--- config.mk ---
export PLATFORM = sky130hd
export DESIGN_NAME = character_stream_tokenizer_top_flat
export DESIGN_NICKNAME = d
export VERILOG_FILES = /design/src/rtl/core/ctok_pkg.sv /design/src/rtl/core/ctok_if.sv /design/src/rtl/core/ctok_front.sv /design/src/rtl/core/ctok_queue.sv /design/src/rtl/core/ctok_back.sv /design/src/rtl/core/character_stream_tokenizer_top.sv /design/src/flat_wrapper.sv
export SDC_FILE = /design/constraint.sdc
export NUM_CORES = 1
export LEC_CHECK = 0
export BUFFER_PORTS_ARGS = -buffer_cell sky130_fd_sc_hd__buf_2
export CAP_MARGIN = 20
export CORE_MARGIN = 8
export CORE_UTILIZATION = 40
export DETAILED_ROUTE_END_ITERATION = 10
export MAX_ROUTING_LAYER = met4
export PLACE_DENSITY = 0.65
export SYNTH_ARGS = -nofsm -noshare
export SYNTH_HDL_FRONTEND = slang
export SYNTH_SLANG_ARGS = --single-unit
--- constraint.sdc ---
create_clock -name clock -period 5.9 [get_ports clock]
set_input_delay 1.18 -clock clock [delete_from_list [all_inputs] [get_ports clock]]
set_output_delay 1.18 -clock clock [all_outputs]
set_load 0.01 [all_outputs]
--- src/rtl/core/ctok_pkg.sv ---
// ----------------------------------------------------------------------------
// ctok_pkg
// Shared types, character codes and the operator lookup for the character
// stream tokenizer.
// ----------------------------------------------------------------------------
`default_nettype none

package ctok_pkg;

   localparam int POSITION_BITS_DEFAULT = 16;
   localparam int QUEUE_DEPTH           = 4;

   // Character codes
   localparam logic [7:0] CH_PLUS      = 8'h2B;
   localparam logic [7:0] CH_MINUS     = 8'h2D;
   localparam logic [7:0] CH_SLASH     = 8'h2F;
   localparam logic [7:0] CH_STAR      = 8'h2A;
   localparam logic [7:0] CH_LPAREN    = 8'h28;
   localparam logic [7:0] CH_RPAREN    = 8'h29;
   localparam logic [7:0] CH_LBRACE    = 8'h7B;
   localparam logic [7:0] CH_RBRACE    = 8'h7D;
   localparam logic [7:0] CH_AMP       = 8'h26;
   localparam logic [7:0] CH_SEMI      = 8'h3B;
   localparam logic [7:0] CH_EQUAL     = 8'h3D;
   localparam logic [7:0] CH_UNDERLINE = 8'h5F;
   localparam logic [7:0] CH_NEWLINE   = 8'h0A;
   localparam logic [7:0] CH_DIGIT_LO  = 8'h30;
   localparam logic [7:0] CH_DIGIT_HI  = 8'h39;
   localparam logic [7:0] CH_UPPER_LO  = 8'h41;
   localparam logic [7:0] CH_UPPER_HI  = 8'h5A;
   localparam logic [7:0] CH_LOWER_LO  = 8'h61;
   localparam logic [7:0] CH_LOWER_HI  = 8'h7A;

   localparam logic [15:0] LEN_MAX = 16'hFFFF;

   typedef enum logic [3:0] {
      KIND_INTEGER    = 4'd0,
      KIND_WORD       = 4'd1,
      KIND_PLUS       = 4'd2,
      KIND_MINUS      = 4'd3,
      KIND_DIVIDE     = 4'd4,
      KIND_MULTIPLY   = 4'd5,
      KIND_LPAREN     = 4'd6,
      KIND_RPAREN     = 4'd7,
      KIND_LBRACE     = 4'd8,
      KIND_RBRACE     = 4'd9,
      KIND_AND        = 4'd10,
      KIND_SEMICOLON  = 4'd11,
      KIND_ASSIGN     = 4'd12,
      KIND_UNDERSCORE = 4'd13,
      KIND_UNHANDLED  = 4'd14
   } token_kind_type;

   typedef enum logic [1:0] {
      RUN_NONE = 2'd0,
      RUN_INT  = 2'd1,
      RUN_WORD = 2'd2
   } run_kind_type;

   typedef struct packed {
      token_kind_type token_kind;
      logic [15:0]    end_position;
      logic [15:0]    token_length;
      logic [7:0]     raw_byte;
   } result_type;

   // Up to two results caused by one input byte
   typedef struct packed {
      result_type first;
      result_type second;
      logic       two;
   } packet_type;

   typedef struct packed {
      result_type res;
      logic       last;
   } rsp_item_type;

   function automatic token_kind_type op_kind(input logic [7:0] c);
      token_kind_type k;
      case (c)
         CH_PLUS:      k = KIND_PLUS;
         CH_MINUS:     k = KIND_MINUS;
         CH_SLASH:     k = KIND_DIVIDE;
         CH_STAR:      k = KIND_MULTIPLY;
         CH_LPAREN:    k = KIND_LPAREN;
         CH_RPAREN:    k = KIND_RPAREN;
         CH_LBRACE:    k = KIND_LBRACE;
         CH_RBRACE:    k = KIND_RBRACE;
         CH_AMP:       k = KIND_AND;
         CH_SEMI:      k = KIND_SEMICOLON;
         CH_EQUAL:     k = KIND_ASSIGN;
         CH_UNDERLINE: k = KIND_UNDERSCORE;
         default:      k = KIND_UNHANDLED;
      endcase
      return k;
   endfunction

endpackage

`default_nettype wire

--- src/rtl/core/ctok_if.sv ---
// ----------------------------------------------------------------------------
// ctok_if
// Valid/ready channels of the tokenizer: byte requests and token responses.
// ----------------------------------------------------------------------------
`default_nettype none

interface ctok_req_if;
   logic       valid;
   logic       ready;
   logic [7:0] char_code;
   logic       end_of_text;

   modport source (output valid, output char_code, output end_of_text, input ready);
   modport sink   (input valid, input char_code, input end_of_text, output ready);
endinterface

interface ctok_rsp_if;
   logic        valid;
   logic        ready;
   logic [3:0]  token_kind;
   logic [15:0] end_position;
   logic [15:0] token_length;
   logic [7:0]  raw_byte;
   logic        last_result;

   modport source (output valid, output token_kind, output end_position,
                   output token_length, output raw_byte, output last_result,
                   input ready);
   modport sink   (input valid, input token_kind, input end_position,
                   input token_length, input raw_byte, input last_result,
                   output ready);
endinterface

`default_nettype wire

--- src/rtl/core/ctok_front.sv ---
// ----------------------------------------------------------------------------
// ctok_front
// Classifies each byte, tracks the open run and the byte position, and
// builds a packet of up to two results for the queue.
// ----------------------------------------------------------------------------
`default_nettype none

module ctok_front #(
   parameter int POSITION_BITS = ctok_pkg::POSITION_BITS_DEFAULT
) (
   input  wire logic               clock,
   input  wire logic               reset,
   input  wire logic               req_fire,
   input  wire logic [7:0]         char_code,
   input  wire logic               end_of_text,
   output ctok_pkg::packet_type    push_packet,
   output logic                    push_valid
);
   import ctok_pkg::*;

   run_kind_type             run_ff, run_in;
   logic [15:0]              len_ff, len_in;
   logic [POSITION_BITS-1:0] pos_ff, pos_in, pos_plus;
   run_kind_type             new_run;
   logic                     emit_char;
   result_type               flush_res, char_res;

   function automatic logic [15:0] pos16(input logic [POSITION_BITS-1:0] p);
      logic [POSITION_BITS+15:0] ext;
      ext = {16'b0, p};
      return ext[15:0];
   endfunction

   assign pos_plus = POSITION_BITS'(pos_ff + 1'b1);

   always_comb begin
      if (char_code inside {[CH_DIGIT_LO:CH_DIGIT_HI]}) begin
         new_run = RUN_INT;
      end else if (char_code inside {[CH_UPPER_LO:CH_UPPER_HI], [CH_LOWER_LO:CH_LOWER_HI]}) begin
         new_run = RUN_WORD;
      end else begin
         new_run = RUN_NONE;
      end
   end

   always_comb begin
      flush_res.token_kind   = (run_ff == RUN_INT) ? KIND_INTEGER : KIND_WORD;
      flush_res.end_position = pos16(pos_ff);
      flush_res.token_length = len_ff;
      flush_res.raw_byte     = 8'd0;
      char_res.token_kind    = op_kind(char_code);
      char_res.end_position  = pos16(pos_plus);
      char_res.token_length  = 16'd1;
      char_res.raw_byte      = char_code;
   end

   always_comb begin
      run_in             = run_ff;
      len_in             = len_ff;
      pos_in             = pos_ff;
      push_valid         = 1'b0;
      emit_char          = (new_run == RUN_NONE) && (char_code != CH_NEWLINE);
      push_packet.first  = flush_res;
      push_packet.second = char_res;
      push_packet.two    = 1'b0;
      if (req_fire) begin
         if (end_of_text) begin
            // flush any open run and restart the text at index zero
            push_valid = (run_ff != RUN_NONE);
            run_in     = RUN_NONE;
            len_in     = 16'd0;
            pos_in     = '0;
         end else begin
            pos_in = pos_plus;
            if ((run_ff != RUN_NONE) && (run_ff == new_run)) begin
               len_in = (len_ff == LEN_MAX) ? len_ff : 16'(len_ff + 16'd1);
            end else begin
               run_in = new_run;
               len_in = (new_run != RUN_NONE) ? 16'd1 : 16'd0;
               if (run_ff != RUN_NONE) begin
                  push_valid      = 1'b1;
                  push_packet.two = emit_char;
               end else begin
                  push_packet.first = char_res;
                  push_valid        = emit_char;
               end
            end
         end
      end
   end

   always_ff @(posedge clock) begin
      if (reset) begin
         run_ff <= RUN_NONE;
         len_ff <= 16'd0;
         pos_ff <= '0;
      end else begin
         run_ff <= run_in;
         len_ff <= len_in;
         pos_ff <= pos_in;
      end
   end

endmodule

`default_nettype wire

--- src/rtl/core/ctok_queue.sv ---
// ----------------------------------------------------------------------------
// ctok_queue
// Small FIFO of result packets between the front and back ends.
// ----------------------------------------------------------------------------
`default_nettype none

module ctok_queue #(
   parameter int DEPTH = ctok_pkg::QUEUE_DEPTH
) (
   input  wire logic                 clock,
   input  wire logic                 reset,
   input  wire logic                 push,
   input  wire ctok_pkg::packet_type push_packet,
   output logic                      push_ready,
   input  wire logic                 pop,
   output ctok_pkg::packet_type      head_packet,
   output logic                      head_valid
);
   import ctok_pkg::*;

   localparam int PTR_BITS = (DEPTH > 1) ? $clog2(DEPTH) : 1;
   localparam int CNT_BITS = $clog2(DEPTH + 1);

   packet_type            slots_ff [DEPTH];
   logic [PTR_BITS-1:0]   wr_ptr_ff, wr_ptr_in;
   logic [PTR_BITS-1:0]   rd_ptr_ff, rd_ptr_in;
   logic [CNT_BITS-1:0]   count_ff, count_in;
   logic                  do_push, do_pop;

   assign push_ready  = (count_ff != CNT_BITS'(DEPTH));
   assign head_valid  = (count_ff != '0);
   assign head_packet = slots_ff[rd_ptr_ff];
   assign do_push     = push && push_ready;
   assign do_pop      = pop && head_valid;

   always_comb begin
      wr_ptr_in = wr_ptr_ff;
      rd_ptr_in = rd_ptr_ff;
      count_in  = count_ff;
      if (do_push) begin
         wr_ptr_in = (wr_ptr_ff == PTR_BITS'(DEPTH - 1)) ? '0 : PTR_BITS'(wr_ptr_ff + 1'b1);
      end
      if (do_pop) begin
         rd_ptr_in = (rd_ptr_ff == PTR_BITS'(DEPTH - 1)) ? '0 : PTR_BITS'(rd_ptr_ff + 1'b1);
      end
      if (do_push && !do_pop) begin
         count_in = CNT_BITS'(count_ff + 1'b1);
      end else if (do_pop && !do_push) begin
         count_in = CNT_BITS'(count_ff - 1'b1);
      end
   end

   always_ff @(posedge clock) begin
      if (do_push) begin
         slots_ff[wr_ptr_ff] <= push_packet;
      end
   end

   always_ff @(posedge clock) begin
      if (reset) begin
         wr_ptr_ff <= '0;
         rd_ptr_ff <= '0;
         count_ff  <= '0;
      end else begin
         wr_ptr_ff <= wr_ptr_in;
         rd_ptr_ff <= rd_ptr_in;
         count_ff  <= count_in;
      end
   end

endmodule

`default_nettype wire

--- src/rtl/core/ctok_back.sv ---
// ----------------------------------------------------------------------------
// ctok_back
// Drains packets one result at a time into the registered response stage.
// ----------------------------------------------------------------------------
`default_nettype none

module ctok_back (
   input  wire logic                 clock,
   input  wire logic                 reset,
   input  wire ctok_pkg::packet_type head_packet,
   input  wire logic                 head_valid,
   output logic                      pop,
   output ctok_pkg::rsp_item_type    rsp_item,
   output logic                      rsp_valid,
   input  wire logic                 rsp_ready
);
   import ctok_pkg::*;

   rsp_item_type item_ff, item_in;
   logic         valid_ff, valid_in;
   logic         second_ff, second_in;
   logic         load;

   assign load      = !valid_ff || rsp_ready;
   assign rsp_item  = item_ff;
   assign rsp_valid = valid_ff;

   always_comb begin
      item_in   = item_ff;
      valid_in  = valid_ff;
      second_in = second_ff;
      pop       = 1'b0;
      if (load) begin
         valid_in = head_valid;
         if (head_valid) begin
            if (second_ff) begin
               item_in.res  = head_packet.second;
               item_in.last = 1'b1;
               pop          = 1'b1;
               second_in    = 1'b0;
            end else begin
               item_in.res  = head_packet.first;
               item_in.last = !head_packet.two;
               pop          = !head_packet.two;
               second_in    = head_packet.two;
            end
         end
      end
   end

   always_ff @(posedge clock) begin
      item_ff <= item_in;
   end

   always_ff @(posedge clock) begin
      if (reset) begin
         valid_ff  <= 1'b0;
         second_ff <= 1'b0;
      end else begin
         valid_ff  <= valid_in;
         second_ff <= second_in;
      end
   end

endmodule

`default_nettype wire

--- src/rtl/core/character_stream_tokenizer_top.sv ---
// ----------------------------------------------------------------------------
// character_stream_tokenizer_top
// Byte-at-a-time tokenizer: integer and word runs, single-character
// operators, unhandled bytes, end-of-text flush.
// ----------------------------------------------------------------------------
//
//   channel    dir   payload                                        handshake
//   ---------  ----  ---------------------------------------------  ---------
//   req_chan   in    char_code[7:0], end_of_text                    valid/ready
//   rsp_chan   out   token_kind[3:0], end_position[15:0],           valid/ready
//                    token_length[15:0], raw_byte[7:0], last_result
//
// One byte is accepted per cycle. The front end updates the run and position
// state in the accept cycle and queues a packet of up to two results; the
// back end drains one result per cycle into the output register while
// rsp_chan.ready allows, and the four-packet queue absorbs the extra result
// of a byte that causes two. A response passes the queue, then the output
// register. req_chan.ready drops only while the queue is full.
// Synchronous reset clears run, length, position, queue and output valid.
// ----------------------------------------------------------------------------
`default_nettype none

module character_stream_tokenizer_top #(
   parameter int POSITION_BITS = ctok_pkg::POSITION_BITS_DEFAULT
) (
   input wire logic   clock,
   input wire logic   reset,
   ctok_req_if.sink   req_chan,
   ctok_rsp_if.source rsp_chan
);
   import ctok_pkg::*;

   packet_type   push_packet;
   packet_type   head_packet;
   logic         push_valid;
   logic         push_ready;
   logic         head_valid;
   logic         pop;
   logic         req_fire;
   rsp_item_type rsp_item;

   // accept a byte whenever the queue has room
   assign req_chan.ready = push_ready;
   assign req_fire       = req_chan.valid && push_ready;

   ctok_front #(
      .POSITION_BITS (POSITION_BITS)
   ) u_front (
      .clock       (clock),
      .reset       (reset),
      .req_fire    (req_fire),
      .char_code   (req_chan.char_code),
      .end_of_text (req_chan.end_of_text),
      .push_packet (push_packet),
      .push_valid  (push_valid)
   );

   ctok_queue #(
      .DEPTH (QUEUE_DEPTH)
   ) u_queue (
      .clock       (clock),
      .reset       (reset),
      .push        (push_valid),
      .push_packet (push_packet),
      .push_ready  (push_ready),
      .pop         (pop),
      .head_packet (head_packet),
      .head_valid  (head_valid)
   );

   ctok_back u_back (
      .clock       (clock),
      .reset       (reset),
      .head_packet (head_packet),
      .head_valid  (head_valid),
      .pop         (pop),
      .rsp_item    (rsp_item),
      .rsp_valid   (rsp_chan.valid),
      .rsp_ready   (rsp_chan.ready)
   );

   // drive the response payload from the output register
   assign rsp_chan.token_kind   = rsp_item.res.token_kind;
   assign rsp_chan.end_position = rsp_item.res.end_position;
   assign rsp_chan.token_length = rsp_item.res.token_length;
   assign rsp_chan.raw_byte     = rsp_item.res.raw_byte;
   assign rsp_chan.last_result  = rsp_item.last;

endmodule

`default_nettype wire
--- src/flat_wrapper.sv ---
// flat-port wrapper written by rule: the top's interface ports become plain ports
module character_stream_tokenizer_top_flat import ctok_pkg::*;
#(
   parameter int POSITION_BITS = ctok_pkg::POSITION_BITS_DEFAULT
)
  (clock, reset, req_chan_valid, req_chan_char_code, req_chan_end_of_text, req_chan_ready, rsp_chan_valid, rsp_chan_token_kind, rsp_chan_end_position, rsp_chan_token_length, rsp_chan_raw_byte, rsp_chan_last_result, rsp_chan_ready);
  ctok_req_if req_chan_i ();
  ctok_rsp_if rsp_chan_i ();
  input wire logic clock;
  input wire logic reset;
  input wire logic [$bits(req_chan_i.valid)-1:0] req_chan_valid;
  input wire logic [$bits(req_chan_i.char_code)-1:0] req_chan_char_code;
  input wire logic [$bits(req_chan_i.end_of_text)-1:0] req_chan_end_of_text;
  output wire logic [$bits(req_chan_i.ready)-1:0] req_chan_ready;
  output wire logic [$bits(rsp_chan_i.valid)-1:0] rsp_chan_valid;
  output wire logic [$bits(rsp_chan_i.token_kind)-1:0] rsp_chan_token_kind;
  output wire logic [$bits(rsp_chan_i.end_position)-1:0] rsp_chan_end_position;
  output wire logic [$bits(rsp_chan_i.token_length)-1:0] rsp_chan_token_length;
  output wire logic [$bits(rsp_chan_i.raw_byte)-1:0] rsp_chan_raw_byte;
  output wire logic [$bits(rsp_chan_i.last_result)-1:0] rsp_chan_last_result;
  input wire logic [$bits(rsp_chan_i.ready)-1:0] rsp_chan_ready;
  assign req_chan_i.valid = req_chan_valid;
  assign req_chan_i.char_code = req_chan_char_code;
  assign req_chan_i.end_of_text = req_chan_end_of_text;
  assign req_chan_ready = req_chan_i.ready;
  assign rsp_chan_valid = rsp_chan_i.valid;
  assign rsp_chan_token_kind = rsp_chan_i.token_kind;
  assign rsp_chan_end_position = rsp_chan_i.end_position;
  assign rsp_chan_token_length = rsp_chan_i.token_length;
  assign rsp_chan_raw_byte = rsp_chan_i.raw_byte;
  assign rsp_chan_last_result = rsp_chan_i.last_result;
  assign rsp_chan_i.ready = rsp_chan_ready;
  character_stream_tokenizer_top #(.POSITION_BITS(POSITION_BITS)) u_core (.clock(clock), .reset(reset), .req_chan(req_chan_i), .rsp_chan(rsp_chan_i));
endmodule
== Word-level counts from Yosys, hierarchy flattened ==
Memory sizes are Yosys's and may differ from the RTL's. A register that Yosys moved wholly into a read port is not among the register bits.
Index checks and enable logic that the tools add are counted.
W data, S select, Z words.

* Output and inout port bits: 47
* Memory bits (writable): 292
* Memories: 1
* Bits in registers: 88
* Logic and storage cells: 107
* Bits of input ports: 13

{| class="wikitable"
|+ Memories
! name !! words !! bits a word !! read ports !! clocked after memory_dff !! wr ports !! line !! source
|-
| u_core.u_queue.slots_ff || 4 || 73 || 1 || 1 || 1 || ctok_queue.sv:24 || <nowiki>packet_type slots_ff [DEPTH];</nowiki>
|}

* Add/subtract/negate cells: 6
* Equality and inequality tests: 21
* Multiplexer cells: 36
* Reduce and logical (&&, ||, !) cells: 24
* Order comparisons: 6

{| class="wikitable"
|+ Operators with widths
! operator !! number
|-
| $mux W44 || 4
|-
| $eq A8 B6 Y1 const B || 9
|-
| $mux W16 || 4
|-
| $pmux W4 S12 || 1
|-
| $mux W45 || 1
|-
| $add A16 B1 Y16 const B || 2
|-
| $eq A8 B7 Y1 const B || 3
|-
| $eq A16 B16 Y1 const B || 1
|-
| $ge A8 B7 Y1 const B || 2
|-
| $le A8 B7 Y1 const B || 2
|-
| $mux W1 || 16
|-
| $mux W2 || 8
|-
| $logic_and A1 B1 Y1 || 10
|-
| $ge A8 B6 Y1 const B || 1
|-
| $le A8 B6 Y1 const B || 1
|-
| $ne A8 B4 Y1 const B || 1
|-
| $reduce_bool A2 Y1 || 4
|-
| $mux W3 || 2
|-
| $ne A3 B3 Y1 const B || 2
|-
| $reduce_and A2 Y1 || 3
|-
| $add A2 B1 Y2 const B || 2
|-
| $eq A2 B2 Y1 const B || 2
|-
| $logic_not A1 Y1 || 4
|-
| $add A3 B1 Y3 const B || 1
|-
| 7 further kinds || 7
|}

== Longest topological paths before layout ==
Gate-level depths: netlist of the first run.

* Depth in word-level cells: 16
* Depth in mapped cells: 12
* Depth with buffers taken out: 11

== By module ==
A second synthesis of the first run with hierarchy kept.

* Cell total of the unflattened synthesis: 1,056
* Area, all modules: 18,500.2 µm²

{| class="wikitable"
|+ By module, submodules not included
! module !! instances !! sequential area each (µm²) !! area each (µm²) !! cells each
|-
| ctok_queue || 1 || 10,870.4 || 13,289.0 || 513
|-
| ctok_front || 1 || 680.7 || 3,060.4 || 435
|-
| ctok_back || 1 || 1,391.3 || 2,144.6 || 107
|-
| character_stream_tokenizer_top || 1 || 0.0 || 6.3 || 1
|}

== Worst setup path after synthesis of the first run ==
No wires, ideal clock.

* Path type: input port to flip-flop
* Start: in rsp_chan_ready
* End: reg u_core.u_queue.count_ff[2]
* Stages on the path: 10
* Required time: 5,830 ps
* Buffers on the path: 0
* Setup slack: 930 ps
* Library setup time: 70 ps
* Arrival: 4,900 ps
* Cells stage by stage: inv_1 > a21oi_1 > and2_1 > inv_1 > ha_1 > inv_1 > fa_1 > xor2_1 > or3_1 > a21oi_1

* Longest elaborated chain between the ends: 6
* Elaborated cells between the ends (all ways): 8
* Classes of those cells: mux: 2; reduce/logical: 6

{| class="wikitable"
|+ RTL lines
! what !! line !! source
|-
| start: declaration || flat_wrapper.sv:21 || <nowiki>input wire logic [$bits(rsp_chan_i.ready)-1:0] rsp_chan_ready;</nowiki>
|-
| $logic_or A1 B1 Y1 (*) || ctok_back.sv:24 || <nowiki>assign load = !valid_ff || rsp_ready;</nowiki>
|-
| $mux W1 (*) || ctok_back.sv:33 || <nowiki>if (load) begin</nowiki>
|-
| $logic_and A1 B1 Y1 (*) || ctok_queue.sv:34 || <nowiki>assign do_pop = pop && head_valid;</nowiki>
|-
| $logic_not A1 Y1 || ctok_queue.sv:46 || <nowiki>if (do_push && !do_pop) begin</nowiki>
|-
| $logic_and A1 B1 Y1 || ctok_queue.sv:46 ||
|-
| $mux W3 / $reduce_bool A2 Y1 (equally long branches) || - ||
|-
| end signal: assignment || ctok_queue.sv:67 || <nowiki>count_ff <= count_in;</nowiki>
|-
| end: declaration || ctok_queue.sv:27 || <nowiki>logic [CNT_BITS-1:0] count_ff, count_in;</nowiki>
|}

Mark *: on every way between the ends. The rest lies on a longest branch, timed or not.
A chain may end at the register's enable or synchronous reset.

== Worst setup path in the final report of the first run ==
* Start: in req_chan_char_code[1]
* End: mem u_core.u_queue.slots_ff[2][39] (netlist bit), enable pin

* Longest elaborated chain between the ends: 14
* Elaborated cells between the ends (all ways): 24
* Classes of those cells: order compare: 6; eq/ne: 2; mux: 8; reduce/logical: 8

{| class="wikitable"
|+ RTL lines
! what !! line !! source
|-
| start: declaration || flat_wrapper.sv:12 || <nowiki>input wire logic [$bits(req_chan_i.char_code)-1:0] req_chan_char_code;</nowiki>
|-
| $ge A8 B7 Y1 / $le A8 B7 Y1 (equally long branches) || ctok_front.sv:39 || <nowiki>end else if (char_code inside {[CH_UPPER_LO:CH_UPPER_HI], [CH_LOWER_LO:CH_LOWER_HI]}) begin</nowiki>
|-
| $logic_and A1 B1 Y1 || ctok_front.sv:39 ||
|-
| $reduce_bool A2 Y1 || ctok_front.sv:39 ||
|-
| $mux W2 || ctok_front.sv:39 ||
|-
| $mux W2 || ctok_front.sv:37 || <nowiki>if (char_code inside {[CH_DIGIT_LO:CH_DIGIT_HI]}) begin</nowiki>
|-
| $logic_not A2 Y1 || ctok_front.sv:62 || <nowiki>emit_char = (new_run == RUN_NONE) && (char_code != CH_NEWLINE);</nowiki>
|-
| $logic_and A1 B1 Y1 || ctok_front.sv:62 ||
|-
| $mux W1 || ctok_front.sv:80 || <nowiki>if (run_ff != RUN_NONE) begin</nowiki>
|-
| $mux W1 (*) || ctok_front.sv:75 || <nowiki>if ((run_ff != RUN_NONE) && (run_ff == new_run)) begin</nowiki>
|-
| $mux W1 (*) || ctok_front.sv:67 || <nowiki>if (end_of_text) begin</nowiki>
|-
| $mux W1 (*) || ctok_front.sv:66 || <nowiki>if (req_fire) begin</nowiki>
|-
| $logic_and A1 B1 Y1 (*) || ctok_queue.sv:33 || <nowiki>assign do_push = push && push_ready;</nowiki>
|-
| via u_core.u_queue.do_push || ctok_queue.sv:28 || <nowiki>logic do_push, do_pop;</nowiki>
|-
| $mux W1 (*) || ctok_queue.sv:54 || <nowiki>if (do_push) begin</nowiki>
|-
| $mux W1 (implied by the code) (*) || ctok_queue.sv:55 || <nowiki>slots_ff[wr_ptr_ff] <= push_packet;</nowiki>
|-
| end: declaration || ctok_queue.sv:24 ||
|}

Mark *: on every way through the listed nets, which the timed path passes. The rest lies on a longest branch.

==> flow_metrics.py, run 1 <==
metrics = {
    "run_status": {
        "status": "complete, no violations",
    },
    "sta": {
        "worstMarginPinSlew_ns": 0.878,
        "post-route-period-util_pct": 66.6,
        "drv_slew": 0,
        "hold_violations": 0,
        "setup_violations": 0,
        "finClkSkew_ns": 0.0197,
        "fin_ws_ns": 1.97,
        "holdWs_ns": 0.484,
        "relSlewSlack_pct": 41.5,
        "rsz0062_at_grt": "false",
        "fin_crit_ns": 3.93,
        "max_freq_ghz": 0.254,
        "setup_tns_ns": 0,
    },
    "yosys": {
        "synthXorXnorAreaFrac_pct": 2.37,
        "synthMuxAreaShare_pct": 12.9,
        "netlist_instances": 922,
        "synth-seq-cells": 382,
        "yosys.area_share.simple_pct": 7.44,
        "synth_area_leaders": "edfxtp_1, mux4_2, dfxtp_1",
        "ys_dominant_reg_cell": "edfxtp_1",
        "yosysTopAreaCell": "edfxtp_1",
        "ys_warn_count": 0,
        "async_flop_share_pct": 0,
        "synth_top_family_by_area": "multiplexers",
        "synth-edff-count": 337,
        "synthAdderAreaFrac_pct": 0.772,
        "synth_compound_area_share_pct": 4.00,
        "syn-mean-instance-area_um2": 16.9,
        "netlist.area_leader.share_pct": 65.1,
        "synth_nets": 944,
        "synth.cell_area_um2": 15600,
        "synth_seq_area_share_pct": 70.9,
        "synth.distinct_cells": 62,
    },
    "final_layout": {
        "multi_input_area_um2": 4290,
        "final-seq-area_um2": 11000,
        "num-nets-final": 1006,
        "utilization_pct": 46.1,
        "fillers": 3348,
        "area_delta_synth_final_pct": 14.3,
        "final_layout_size_suffix_gt1_share_pct": 24.8,
    },
    "min_path": {
        "min_path_cells": 2,
        "min_path_type": "reg -> reg",
        "hp-start": "u_core.u_front.len_ff[15]",
        "holdPathEnd": "u_core.u_front.len_ff[15]",
    },
    "setup_path": {
        "crit_fanout": 40,
        "required_ns": 6.10,
        "r2r_end": "u_core.u_queue.count_ff[2]",
        "reg2reg_depth": 10,
        "startpoint_type": "input pin",
        "endpoint_kind": "flip-flop",
        "crit_arrival_ns": 4.13,
        "rrSetupSlack_ns": 2.77,
        "path_class": "in -> reg",
        "crit_path_start": "req_chan_char_code[1]",
    },
    "grt": {
        "grt_pass1_vias": 8474,
        "grt_pass1_wl_um": 49700,
        "grt_overflow": 0,
        "antenna_found_initial": 2,
        "grt_max_degree": 48,
        "grt.total_usage_pct": 14.4,
    },
    "clocking": {
        "path_clk_slew_ns": 0.06,
        "ctsResizeCount": 0,
        "root_buffer": "clkbuf_16",
        "numCtsBuffers": 39,
        "clock_path_buffers": 3,
        "htree_levels": 2,
        "cts_sinks": 382,
        "cts_tree": "done",
        "insertion_delay_ns": 0.53,
        "cts_hold_buf": 0,
        "post_cts_buffers": 0,
    },
    "die": {
        "core-area_um2": 38600,
        "rows": 72,
        "pin_count": 60,
        "die_y_um": 213,
        "initial_core_util_pct": 40.3,
        "chipWidth_um": 213,
        "die_area_um2": 45500,
    },
    "pwr": {
        "p_per_area_nw_per_um2": 407,
        "vdd_drop_max_v": 0.000283,
        "leakagePower_nw": 5.78,
    },
    "detailed_routing": {
        "post_drt_wl_per_cell_um": 20.3,
        "drc": 0,
        "num_vias": 8174,
        "drt_first_pass_iters": 5,
        "drt_iter0_drc": 583,
        "drt-total-wl_um": 31100,
        "ant_nets": 0,
        "vias_per_cell": 5.33,
    },
    "run": {
        "timing.max_cap.violations": 0,
    },
    "placed_design": {
        "detailedPlace.worstSlack_ns": 1.38,
        "io_buffers": 59,
        "gp_congestion": 0.830,
        "dp_hpwl_um": 18100,
    },
}
flip-flops by register name, summed over array words and instances (netlist names), named ones only:
name	flops
u_core.u_back.rsp_valid	1
u_core.u_front.run_ff	2
u_core.u_front.len_ff	16
u_core.u_back.rsp_item	45
u_core.u_queue.wr_ptr_ff	2
u_core.u_queue.count_ff	3
u_core.u_queue.slots_ff	292
u_core.u_queue.rd_ptr_ff	2
u_core.u_front.pos_ff	16
u_core.u_back.second_ff	1
worst max-delay path: stages:
cell and delay [ns]:
buf_2 0.22, or4_4 0.58, o221ai_4 0.24, nor2_1 0.12, o31a_1 0.28, nor3_2 0.41, and2_4 0.65, buf_4 0.40
report_power, final:
part           total (mW)  leakage, nW  internal, mW  switching, mW
Clock                2.50        0.627          1.49           1.01
Sequential           3.44         3.47          3.29          0.148
Combinational        1.29         1.68         0.579          0.714
worst max path at each step:
stage,to,cells after the start
5_1_grt,u_core.u_queue.slots_ff[2][39],8
3_5_place_dp,u_core.u_queue.slots_ff[2][43],8
4_1_cts,u_core.u_queue.slots_ff[2][39],8
2_1_floorplan,u_core.u_queue.count_ff[2],10
6_report,u_core.u_queue.slots_ff[2][39],8
3_3_place_gp,u_core.u_queue.slots_ff[2][43],8
synthesized netlist by cell type, drive strengths merged, types with 4 or more instances:
master / instances
a21oi: 30
a21o: 5
clkbuf: 38
mux4: 73
mux2: 29
xor2: 19
or3: 10
nor3b: 5
ha: 8
dfxtp: 45
nand3: 20
or2: 5
nand2b: 8
buf: 13
a31oi: 6
and3: 14
and2: 21
nor2b: 15
nand2: 36
nor3: 16
nor2: 54
xnor2: 23
nand4: 8
edfxtp: 337
o31ai: 4
o21ai: 25
inv: 16
per-layer routing:
metal	track usage (%)	vias up	part of all wire, %
met1	19.0	4243	45
met5	-	-	0
met3	2.76	48	4.6
met2	23.2	161	49
met4	3.17	0	1.7
li1	-	3722	-
cell usage in the layout (no fill, tap or decap), types with 6 or more instances in the layout:
cell	synthesis	final
dfxtp_1	45	42
nand2_1	36	36
mux4_2	73	73
o21ai_0	22	22
edfxtp_1	337	337
ha_1	8	8
nand4_1	8	8
nor3_1	15	15
buf_4	1	10
clkbuf_1	38	13
and2_1	21	17
nand2b_1	8	8
or3_1	10	10
nor2b_1	15	15
nor2_1	54	54
buf_2	2	59
xnor2_1	23	23
inv_1	15	15
mux2_2	29	29
xor2_1	19	19
a31oi_1	6	6
nand3_1	20	20
a21oi_1	30	29
and3_1	14	14
clkbuf_16	0	40
area by class of cell:
cell class / count / area share [%]
Clock buffer: 57 / 6.22
Sequential cell: 382 / 62.1
Timing Repair Buffer: 72 / 2.42
Antenna cell: 2 / 0.0282
Clock inverter: 15 / 1.15
Multi-Input combinational cell: 473 / 24.1
Tap cell: 518 / 3.65
Inverter: 16 / 0.338
per-stage QoR:
stage	power, mW	cells	area (um^2)
after floorplan	4.35	922	15600
after global placement	4.82	1461	16500
after detailed placement	4.84	1461	16500
after CTS	7.34	1533	17800
after global routing	7.56	1535	17800
final	7.23	1535	17800
kinds of logic after synthesis:
kind of cell             count (synthesis)
AO/OA/AOI/OAI                           94
buffers and inverters                   67
XOR/XNOR                                42
adder cells (fa/ha/maj)                  9
flip-flops                             382
AND/OR/NAND/NOR                        223
multiplexers                           105
Power figures use the tool's default switching activity.
==> run 2, diff against run 1 <==
--- a/config.mk
+++ b/config.mk
@@ -5,6 +5,7 @@
 export SDC_FILE = /design/constraint.sdc
 export NUM_CORES = 1
 export LEC_CHECK = 0
+export ABC_AREA = 1
 export BUFFER_PORTS_ARGS = -buffer_cell sky130_fd_sc_hd__buf_2
 export CAP_MARGIN = 20
 export CORE_MARGIN = 8
==> constraint.sdc (replaced) <==
create_clock -name clock -period 4 [get_ports clock]
set_input_delay 0.8 -clock clock [delete_from_list [all_inputs] [get_ports clock]]
set_output_delay 0.8 -clock clock [all_outputs]
set_load 0.01 [all_outputs]
==> run 2 against run 1 <==
  * Via count is 28% higher
  * Global-route usage is 0.58 points higher
  * Power is 61% higher
  * Wire length is 12% higher
  * Combinational power is 120% higher
  * Setup slack worse by 1.1 ns
  * Hold slack worse by 0.020 ns
  * Sequential share of layout area is 0.69 points lower
  * Core utilization is 0.46 points lower
==> flow_metrics.py, run 2 <==
metrics = {
    "yosys": {
        "netlist_instances": 1429,
        "async_flop_share_pct": 0,
        "synth.cell_area_um2": 15800,
        "synth-edff-count": 337,
        "ys_dominant_reg_cell": "edfxtp_1",
        "synth_area_leaders": "edfxtp_1, nor2_1, dfxtp_1",
        "synth_nets": 1451,
        "ys_top_cells_by_count": "nor2_1, edfxtp_1, o21ai_0",
        "netlist.area_leader.share_pct": 64.0,
        "ys_warn_count": 0,
        "synth_seq_area_share_pct": 69.7,
        "yosysTopAreaCell": "edfxtp_1",
        "synth.distinct_cells": 37,
        "synth-seq-cells": 382,
        "synth.most_common_cell": "nor2_1",
        "syn-mean-instance-area_um2": 11.1,
    },
    "clocking": {
        "path_clk_slew_ns": 0.06,
        "cts_hold_buf": 0,
        "numCtsBuffers": 41,
        "cts_sinks": 382,
        "post_cts_buffers": 0,
        "htree_levels": 2,
        "clock_path_buffers": 3,
        "cts_tree": "done",
        "insertion_delay_ns": 0.54,
        "ctsResizeCount": 0,
        "root_buffer": "clkbuf_16",
    },
    "detailed_routing": {
        "drt-total-wl_um": 34800,
        "drc": 0,
        "drt_first_pass_iters": 5,
        "post_drt_wl_per_cell_um": 17.1,
        "ant_nets": 0,
        "vias_per_cell": 5.15,
        "num_vias": 10477,
        "drt_iter0_drc": 719,
    },
    "placed_design": {
        "place_area_um2": 16700,
        "gp_congestion": 0.831,
        "detailedPlace.worstSlack_ns": 0.545,
        "io_buffers": 59,
        "dp_hpwl_um": 20100,
    },
    "setup_path": {
        "startpoint_type": "flip-flop",
        "reg2reg_depth": 8,
        "crit_arrival_ns": 3.45,
        "reg2reg_from": "u_core.u_queue.count_ff[1]",
        "path_class": "reg -> reg",
        "crit_fanout": 21,
        "endpoint_kind": "flip-flop",
        "crit_path_start": "u_core.u_queue.count_ff[1]",
        "required_ns": 4.29,
    },
    "pwr": {
        "switching_share_pct": 31.9,
        "power_frac_comb_pct": 24.4,
        "vdd_drop_max_v": 0.000599,
        "leakagePower_nw": 6.30,
        "pwr-share-seq_pct": 44.5,
        "p_per_area_nw_per_um2": 646,
        "p_sw_mw": 3.70,
        "p_clk_share_pct": 31.1,
        "p_total_mw": 11.6,
        "p_int_mw": 7.90,
    },
    "final_layout": {
        "final_layout_size_suffix_gt1_share_pct": 10.3,
        "largest_reg_flops": 292,
        "final_common_cell": "nor2_1",
        "num-nets-final": 1500,
        "max_flop_register": "u_core.u_queue.slots_ff",
        "antennaDiodeCount": 0,
        "area_delta_synth_final_pct": 13.6,
        "fin_area_um2": 18000,
        "fillers": 3611,
        "final_cell_mix": "nor2_1, edfxtp_1, o21ai_0",
    },
    "sta": {
        "worstMarginPinSlew_ns": 0.993,
        "rsz0062_at_grt": "false",
        "fin_ws_ns": 0.848,
        "max_freq_ghz": 0.317,
        "fin_crit_ns": 3.15,
        "finClkSkew_ns": 0.0271,
        "post-route-period-util_pct": 78.8,
        "setup_violations": 0,
        "relSlewSlack_pct": 33.7,
        "hold_violations": 0,
        "drv_slew": 0,
    },
    "min_path": {
        "min_path_type": "reg -> reg",
        "min_path_cells": 2,
        "hp-start": "u_core.u_front.pos_ff[14]",
    },
    "die": {
        "rows": 73,
        "pin_count": 60,
        "initial_core_util_pct": 40.2,
        "die_area_um2": 46100,
        "chipWidth_um": 215,
        "core-area_um2": 39400,
        "die_y_um": 215,
    },
    "grt": {
        "antenna_found_initial": 0,
        "grt_pass1_wl_um": 55200,
        "grt.total_usage_pct": 15.0,
        "grt_overflow": 0,
        "grt_pass1_vias": 10316,
        "grt_max_degree": 113,
    },
    "run_status": {
        "status": "complete, no violations",
    },
    "run": {
        "timing.max_cap.violations": 0,
    },
}
run 2: changes by cell type in the layout (fill, tap and decap cells not counted), moves of 13 or more:
cell,before,now
a21oi_1,29,56
a31oi_1,6,29
and2_1,17,1
and3_1,14,1
inv_1,15,86
mux2_2,29,0
mux4_2,73,0
nand2_1,36,139
nand3_1,20,44
nor2_1,54,343
nor2b_1,15,0
o21ai_0,22,171
o22ai_1,0,30
xnor2_1,23,1
run 2: power groups by stage:
stage / registers, mW / logic (mW) / clock network, mW
4_1_cts: 5.18 / 2.90 / 3.68
6_report: 5.16 / 2.84 / 3.61
2_1_floorplan: 5.30 / 1.79 / 0
3_3_place_gp: 5.25 / 2.84 / 0
3_5_place_dp: 5.25 / 2.88 / 0
5_1_grt: 5.22 / 3.18 / 3.83
run 2: logic make-up after synthesis:
group / count (synthesis) / synth area share [%]
AO/OA/AOI/OAI: 295 / 9.99
XOR/XNOR: 16 / 0.886
adder cells (fa/ha/maj): 9 / 0.760
buffers and inverters: 162 / 4.05
flip-flops: 382 / 69.7
multiplexers: 1 / 0.0633
AND/OR/NAND/NOR: 564 / 14.5
run 2: final cells by class:
type                    count  area [um^2]  area share, %
clock inverters            16          203           1.13
clock buffers              57         1090           6.05
repair buffers             77          455           2.54
well taps                 525          657           3.66
flip-flops and latches    382        11000           61.4
inverters                  91          343           1.91
multi-input cells         885         4200           23.4
run 2: metal layers:
metal / GRT usage (%) / wire length, um
met5: - / 0
met2: 25.7 / 17100
met1: 18.2 / 15300
met4: 4.36 / 688
met3: 2.47 / 1780
run 2: per-stage QoR:
step                      hold slack, ns  util (%)  cells  setup TNS [ns]
final                              0.464      45.6   2033               0
after global routing               0.477      45.6   2033               0
after CTS                          0.466      45.6   2033               0
after detailed placement           0.457      42.4   1960               0
after global placement             0.453      42.4   1960               0
after floorplan                    0.445         -   1429         -350.48
run 2: path summary, 6_finish.rpt:
path | endpoint | slack, ns
setup / recovery | u_core.u_queue.slots_ff[0][63] | 0.85
hold / removal | u_core.u_front.pos_ff[14] | 0.46
setup reg to reg | u_core.u_queue.slots_ff[0][63] | 0.85
hold reg to reg | u_core.u_front.pos_ff[14] | 0.46
run 2: worst max-delay path: stages (launching register included):
cell and delay, ns:
dfxtp_1 0.36, inv_1 0.11, nand3_2 0.12, nand2_2 0.28
nor2_4 0.43, inv_2 0.13, nor2_4 0.37, inv_1 0.57
o21ai_0 0.52
